[src/rtl/core/assert_macros.svh]
// assertion helpers, compiled out with NO_ASSERTIONS
`ifndef ASSERT_MACROS_SVH
`define ASSERT_MACROS_SVH

`ifndef NO_ASSERTIONS

`define ASSERT_CLK(lbl, clk, rst_n, prop) \
  lbl: assert property (@(posedge clk) disable iff (!rst_n) prop) \
    else $error("assertion failed");

`define ASSERT_ALWAYS(lbl, clk, rst_n, cond) \
  lbl: assert property (@(posedge clk) disable iff (!rst_n) (cond)) \
    else $error("invariant failed");

`else

`define ASSERT_CLK(lbl, clk, rst_n, prop)

`define ASSERT_ALWAYS(lbl, clk, rst_n, cond)

`endif

`endif

[src/rtl/core/ibt_pkg.sv]
package ibt_pkg;

  typedef enum logic [1:0] {
    FUNC_CHECK    = 2'd0,
    FUNC_APPEND   = 2'd1,
    FUNC_DEL_SAME = 2'd2,
    FUNC_DEL_NUM  = 2'd3
  } ibt_func_e;

  typedef enum logic [2:0] {
    KIND_EXACT   = 3'd0,
    KIND_WILD    = 3'd1,
    KIND_RANGE   = 3'd2,
    KIND_NETMASK = 3'd3,
    KIND_PREFIX  = 3'd4
  } ibt_kind_e;

  localparam logic [2:0] ST_DONE       = 3'd0;
  localparam logic [2:0] ST_NOT_BANNED = 3'd1;
  localparam logic [2:0] ST_BANNED     = 3'd2;
  localparam logic [2:0] ST_ERROR      = 3'd3;
  localparam logic [2:0] ST_NO_MATCH   = 3'd4;
  localparam logic [2:0] ST_FULL       = 3'd5;
  localparam logic [2:0] ST_BAD_NUMBER = 3'd6;

  localparam logic [5:0] PREFIX_MAX = 6'd32;

  typedef enum logic [1:0] {
    S_IDLE = 2'd0,
    S_WALK = 2'd1,
    S_DONE = 2'd2
  } ibt_state_e;

  typedef struct packed {
    logic [2:0]  kind;
    logic [31:0] first;
    logic [31:0] second;
    logic [5:0]  prefix;
    logic [3:0]  wild;
    logic [31:0] expiry;
  } rule_t;

  typedef struct packed {
    logic shift;
    logic load;
  } cell_ctrl_t;

  typedef struct packed {
    logic expired;
    logic hit;
    logic err;
    logic same;
  } eval_t;

  function automatic logic [31:0] wild_keep_mask(input logic [3:0] wild);
    logic [31:0] m;
    m = 32'd0;
    for (int o = 0; o < 4; o++) begin
      if (!wild[3-o]) m[31-8*o -: 8] = 8'hFF;
    end
    return m;
  endfunction

endpackage

[src/rtl/core/ibt_eval.sv]
module ibt_eval
  import ibt_pkg::*;
(
  input  rule_t       head_i,
  input  rule_t       key_i,
  input  logic [31:0] addr_i,
  input  logic [31:0] now_i,
  output eval_t       eval_o
);

  logic [31:0] wmask_head, wmask_key, pmask;

  always_comb begin
    wmask_head = wild_keep_mask(head_i.wild);
    wmask_key  = wild_keep_mask(key_i.wild);
    // shifts of 32 or more give zero, so prefix 32 or more compares all bits; prefix 0 none
    pmask      = ~(32'hFFFF_FFFF >> head_i.prefix);

    eval_o.expired = (head_i.expiry != 32'd0) && (head_i.expiry <= now_i);
    eval_o.hit  = 1'b0;
    eval_o.err  = 1'b0;
    eval_o.same = 1'b0;
    case (head_i.kind)
      KIND_EXACT: begin
        eval_o.hit  = addr_i == head_i.first;
        eval_o.same = key_i.first == head_i.first;
      end
      KIND_WILD: begin
        eval_o.hit  = (addr_i & wmask_head) == (head_i.first & wmask_head);
        eval_o.same = (key_i.wild == head_i.wild)
                   && ((key_i.first & wmask_key) == (head_i.first & wmask_key));
      end
      KIND_RANGE: begin
        eval_o.hit  = (addr_i >= head_i.first) && (addr_i <= head_i.second);
        eval_o.same = (key_i.first == head_i.first) && (key_i.second == head_i.second);
      end
      KIND_NETMASK: begin
        eval_o.err  = (addr_i == 32'd0) || (head_i.first == 32'd0)
                   || (head_i.second == 32'd0);
        eval_o.hit  = (addr_i & head_i.second) == (head_i.first & head_i.second);
        eval_o.same = (key_i.first == head_i.first) && (key_i.second == head_i.second);
      end
      KIND_PREFIX: begin
        eval_o.err  = (addr_i == 32'd0) || (head_i.first == 32'd0);
        eval_o.hit  = (addr_i & pmask) == (head_i.first & pmask);
        eval_o.same = (key_i.first == head_i.first) && (key_i.prefix == head_i.prefix);
      end
      default: begin
        eval_o.hit = 1'b0;
      end
    endcase
    if (key_i.kind != head_i.kind) eval_o.same = 1'b0;
  end

endmodule

[config.mk]
export PLATFORM = sky130hd
export DESIGN_NAME = ibt_eval
export DESIGN_NICKNAME = d
export VERILOG_FILES = /design/src/rtl/core/assert_macros.svh /design/src/rtl/core/ibt_pkg.sv /design/src/rtl/core/ibt_eval.sv
export SDC_FILE = /design/constraint.sdc
export NUM_CORES = 1
export LEC_CHECK = 0
export ABC_CLOCK_PERIOD_IN_PS = 5800
export BUFFER_PORTS_ARGS = -buffer_cell sky130_fd_sc_hd__buf_2
export CAP_MARGIN = 30
export CELL_PAD_IN_SITES_DETAIL_PLACEMENT = 0
export CELL_PAD_IN_SITES_GLOBAL_PLACEMENT = 2
export CORE_MARGIN = 4
export CORE_UTILIZATION = 26
export DETAILED_ROUTE_END_ITERATION = 6
export PLACE_DENSITY = 0.95
export SLEW_MARGIN = 40
export SYNTH_ARGS = -nofsm -noshare
export SYNTH_HDL_FRONTEND = slang
export SYNTH_SLANG_ARGS = --single-unit
[constraint.sdc]
create_clock -name vclk -period 5.8
set_input_delay 1.16 -clock vclk [all_inputs]
set_output_delay 1.16 -clock vclk [all_outputs]
set_load 0.01 [all_outputs]
==> flow_summary.toml, run 1 <==
[finish]
design.seq.count = 0
final_cell_mix = "buf_2 (254), ha_1 (128), inv_1 (101)"
layout-drive-gt1-share_pct = 26.48
utilization_pct = 34.76
mostFrequentLayoutCell = "buf_2"
seq_area_um2 = 0
n_clock_buffer = 0
diodes = 0
fin_nets = 1390
area_delta_synth_final_pct = 30.50
num-fill-cells = 2184

[power]
p_leak_nw = 3.620
intPower_mw = 0.2092
vdd_ir_drop_max_mv = 0.03954
combinationalPowerShare_pct = 100.0
switching_share_pct = 55.99
switchingPower_mw = 0.2662
power.density_mw_per_mm2 = 69.81
p_seq_share_pct = 0
clkPwrFrac_pct = 0

[hold_path]
min_path_cells = 5
min_to = "eval_o[0]"
hold_path_class = "primary input to output pin"
hp-start = "key_i[107]"

[worst_setup_path]
cp-end-kind = "output pin"
cp.required_ns = 4.64
crit_chain = "buf_2 -> inv_1 -> ha_1 -> nor2b_1 -> o211ai_1 -> a2111oi_0 -> a211oi_1 -> a21boi_0 -> o2bb2ai_1 -> a211o_1 -> buf_2"
start_kind = "primary input"
crit_family = "compound AO/OA/AOI/OAI gates"
arrival_ns = 3.24
worst-path-max-fanout = 5
crit_top_cell = "buf_2"
crit_slowest_cell = "a2111oi_0"
worst_path_largest_cell_delay_ns = 0.39
crit_buf_inv = 3
path_class = "primary input to output pin"

[global_routing]
grt_overflow = 0
grt_pass1_wl_mm = 34.80
antenna_found_initial = 0
grt_pass1_vias = 6319
grt_usage_pct = 19.86
grt_max_degree = 13

[placement]
io_buffer_count = 254
gp_congestion = 0.8786
dp_hpwl_mm = 20.44

[drt]
avgRoutedWirePerCell_um = 18.67
vias_per_cell = 4.975
dr.pass1.iters = 5
drt_iter0_drc = 380
ant_nets = 0
dr_total_vias = 6184
wl_mm = 23.21
route.detailed.drc = 0

[clock_network]
post_cts_resize_count = 0
cts_setup_buffers = 0
cts_hold_buf = 0

[floorplanning]
num_rows = 51
io_pins = 286
die_h_um = 149.7
start_util_pct = 26.64
fp.coreArea_mm2 = 0.01959
die-width_um = 149.7
dieArea_mm2 = 0.02240

[timing]
post-route-period-util_pct = 75.90
post-route-min-period_ns = 4.402
finalHoldViolCount = 0
fin_hold_ws_ns = 2.788
tns_ns = 0
fmax_mhz = 227.1
rsz0062_at_grt = "no"
maxSlewHeadroom_pct = 58.11
setup_viol = 0
tightest_slew_ns = 0.6226
maxSlewViolCount = 0

[logic_synthesis]
syn_nets = 1138
yosys_warnings = 0
ys_seq_area_share_pct = 0
syn_avg_cell_area_um2 = 7.169
synth_cell_type_count = 46
syn_inst = 728
syn_area_mm2 = 0.005219

[run]
drv_cap = 0

[run_status]
status = "completed"
==> power groups by stage <==
stage	Clock [mW]	Combinational, mW	Sequential (mW)
2_1_floorplan	0	0.249	0
3_3_place_gp	0	0.469	0
3_5_place_dp	0	0.473	0
4_1_cts	0	0.475	0
5_1_grt	0	0.534	0
6_report	0	0.475	0
==> worst max-delay path by stage <==
stage / startpoint / end / cells past startpoint
2_1_floorplan: head_i[43] / eval_o[2] / 9
3_3_place_gp: addr_i[0] / eval_o[2] / 11
3_5_place_dp: head_i[43] / eval_o[2] / 11
4_1_cts: head_i[43] / eval_o[2] / 11
5_1_grt: head_i[43] / eval_o[2] / 11
6_report: head_i[43] / eval_o[2] / 11
==> final cells by class <==
class                      instances  area [um2]  area share, %
tap                              265       331.6          4.869
multi-input combinational        621        4813          70.68
inverter                         101       379.1          5.567
timing repair buffer             256        1286          18.89
==> layer usage <==
metal  vias to the layer above  part of all wire (%)  global-route usage (%)
met2                       207                    49                   35.14
met1                      2851                    45                   27.01
li1                       3104                     -                       -
met5                         -                     0                       0
met3                        22                   5.3                   1.666
met4                         0                   1.4                   2.562
==> Yosys cell counts (all sizes together) (3+ instances only) <==
library cell	n	area [um2]
a21o	32	240.2
o22ai	4	25.02
a211oi	4	30.03
o211ai	3	22.52
buf	4	18.76
a31oi	5	31.28
nor4	48	306.5
ha	128	1602
nor2	35	131.4
a221o	4	40.04
nand4	54	337.8
nand2	60	225.2
inv	101	379.1
o21ai	25	125.1
xor2	53	464.2
nor3	6	30.03
nor2b	4	25.02
a21oi	35	175.2
xnor2	77	674.4
nand3	11	55.05
==> worst min-delay path, delay by kind of cell <==
kind	cells	cell delay, ns
buf+inv	2	0.24
compound gates	2	0.19
simple gates	1	0.04
==> kinds of logic (layout without fill, tap and decap cells) <==
| family | count (synthesis) | in the layout | synth area share (%) |
|---|---|---|---|
| simple gates | 230 | 230 | 23.09 |
| buf+inv | 107 | 357 | 7.768 |
| xor+xnor | 130 | 130 | 21.82 |
| compound gates | 131 | 131 | 16.26 |
| fa+ha+maj | 130 | 130 | 31.07 |
==> through the flow <==
step	power [mW]	setup WS, ns	instance area [um2]	cells
2_1_floorplan	0.2488	2.007	5219	728
3_3_place_gp	0.4685	1.384	6810	1243
3_5_place_dp	0.4733	1.422	6810	1243
4_1_cts	0.4755	1.417	6810	1243
5_1_grt	0.5339	1.106	6810	1243
6_report	0.4754	1.398	6810	1243
(Power assumes the default switching activity.)
==> inputs of run 2 (changes only) <==
--- a/config.mk
+++ b/config.mk
@@ -5,15 +5,15 @@
 export SDC_FILE = /design/constraint.sdc
 export NUM_CORES = 1
 export LEC_CHECK = 0
-export ABC_CLOCK_PERIOD_IN_PS = 5800
+export ABC_CLOCK_PERIOD_IN_PS = 4000
 export BUFFER_PORTS_ARGS = -buffer_cell sky130_fd_sc_hd__buf_2
 export CAP_MARGIN = 30
 export CELL_PAD_IN_SITES_DETAIL_PLACEMENT = 0
 export CELL_PAD_IN_SITES_GLOBAL_PLACEMENT = 2
 export CORE_MARGIN = 4
-export CORE_UTILIZATION = 26
+export CORE_UTILIZATION = 22
 export DETAILED_ROUTE_END_ITERATION = 6
-export PLACE_DENSITY = 0.95
+export PLACE_DENSITY = 0.87
 export SLEW_MARGIN = 40
 export SYNTH_ARGS = -nofsm -noshare
 export SYNTH_HDL_FRONTEND = slang
==> constraint.sdc (replaced) <==
create_clock -name vclk -period 4
set_input_delay 0.8 -clock vclk [all_inputs]
set_output_delay 0.8 -clock vclk [all_outputs]
set_load 0.01 [all_outputs]
==> run 2 against run 1 <==
Net effect:
- final cell count is 4.8% higher
- critical path type unchanged
- flip-flop and latch count stayed put
- critical path depth is 2 lower
- die area is 17% higher
- cell area is 1.6% higher
- largest cell class unchanged
- setup slack worse by 1.1 ns
- core utilization is 5.2 points lower
- worst hold slack worse by 0.73 ns
- highest routed layer unchanged
- routed wire length is 4.1% higher
- non-clock buffer count is 5 higher
==> flow_summary.toml, run 2 (synthesized netlist as in run 1, its figures left out) <==
[floorplanning]
dieArea_mm2 = 0.02625
start_util_pct = 22.30
io_pins = 286
die_h_um = 162.0
die-width_um = 162.0
num_rows = 56
fp.coreArea_mm2 = 0.02340

[clock_network]
cts_setup_buffers = 0
post_cts_resize_count = 0
cts_hold_buf = 0

[worst_setup_path]
arrival_ns = 2.93
start_kind = "primary input"
worst-path-max-fanout = 5
path_class = "primary input to output pin"
cp.required_ns = 3.20
cp-end-kind = "output pin"

[timing]
tightest_slew_ns = 0.5447
rsz0062_at_grt = "no"
tns_ns = 0
fmax_mhz = 268.3
finalHoldViolCount = 0
maxSlewViolCount = 0
setup_viol = 0
post-route-period-util_pct = 93.19
fin_hold_ws_ns = 2.060
maxSlewHeadroom_pct = 62.75
post-route-min-period_ns = 3.728

[finish]
fin_cells = 1303
layout-drive-gt1-share_pct = 26.86
design.seq.count = 0
n_clock_buffer = 0
area_delta_synth_final_pct = 32.56
final_cell_mix = "buf_2 (254), ha_1 (128), inv_1 (101)"
utilization_pct = 29.56
num-fill-cells = 2688
mostFrequentLayoutCell = "buf_2"
seq_area_um2 = 0
fin_area_mm2 = 0.006918
fin_nets = 1395

[global_routing]
grt_pass1_wl_mm = 35.68
grt_usage_pct = 17.34
grt_overflow = 0
antenna_found_initial = 1
grt_max_degree = 13
grt_pass1_vias = 6127

[drt]
avgRoutedWirePerCell_um = 18.53
ant_nets = 0
dr_total_vias = 6233
wl_mm = 24.15
dr.pass1.iters = 5
vias_per_cell = 4.784
route.detailed.drc = 0
drt_iter0_drc = 431

[power]
power.density_mw_per_mm2 = 101.2
vdd_ir_drop_max_mv = 0.04270
p_leak_nw = 3.644

[placement]
io_buffer_count = 254
dp_hpwl_mm = 21.77
place_inst = 1302
gp_congestion = 0.8874
place_area_mm2 = 0.006915

[hold_path]
hold_path_class = "primary input to output pin"
hp-start = "key_i[106]"
min_path_cells = 5
min_to = "eval_o[0]"

[run_status]
status = "completed"

[run]
drv_cap = 0
-- run 2: worst max path at each step --
stage                          start   endpoint  slack [ns]  depth (start not counted)
final                     head_i[73]  eval_o[2]        0.27                          9
after floorplan           head_i[43]  eval_o[2]        0.93                          9
after CTS                 head_i[71]  eval_o[2]        0.23                          9
after detailed placement  head_i[71]  eval_o[2]        0.23                          9
after global routing      head_i[55]  eval_o[0]        0.05                         10
after global placement    head_i[71]  eval_o[2]        0.29                          9
-- run 2: power breakdown --
part,internal [mW],switching [mW]
registers,0,0
logic,0.307,0.393
clock network,0.0000000337,0
total,0.307,0.393
-- run 2: cell type report --
class | count | area, um2 | share of cell area (%)
inverter | 101 | 379.1 | 5.480
tap | 319 | 399.1 | 5.770
timing repair buffer | 261 | 1324 | 19.14
antenna | 1 | 2.502 | 0.03617
multi-input combinational | 621 | 4813 | 69.58
-- run 2: metrics by stage --
step / power (mW) / setup slack (ns)
after global routing: 0.7852 / 0.05366
after global placement: 0.6912 / 0.2913
after CTS: 0.7021 / 0.2293
after floorplan: 0.3607 / 0.9267
after detailed placement: 0.6987 / 0.2332
final: 0.7003 / 0.2724
-- run 2: metal layers --
layer  part of all wire [%]  track usage (%)  vias to the layer above  wire [um]
met2                     46            29.24                      237      11110
met5                      0                0                        -          0
met4                    2.7            4.075                        0        656
met1                     45            23.65                     2825      10870
met3                    6.3            2.131                       43       1522
li1                       -                -                     3128          -
-- run 2: worst max-delay path, stage by stage --
cell	delay (ns)
buf_2	0.17
inv_1	0.07
ha_1	0.30
nand4_1	0.16
nor4_1	0.51
a21boi_0	0.27
o2bb2ai_1	0.13
a211o_1	0.36
buf_2	0.16
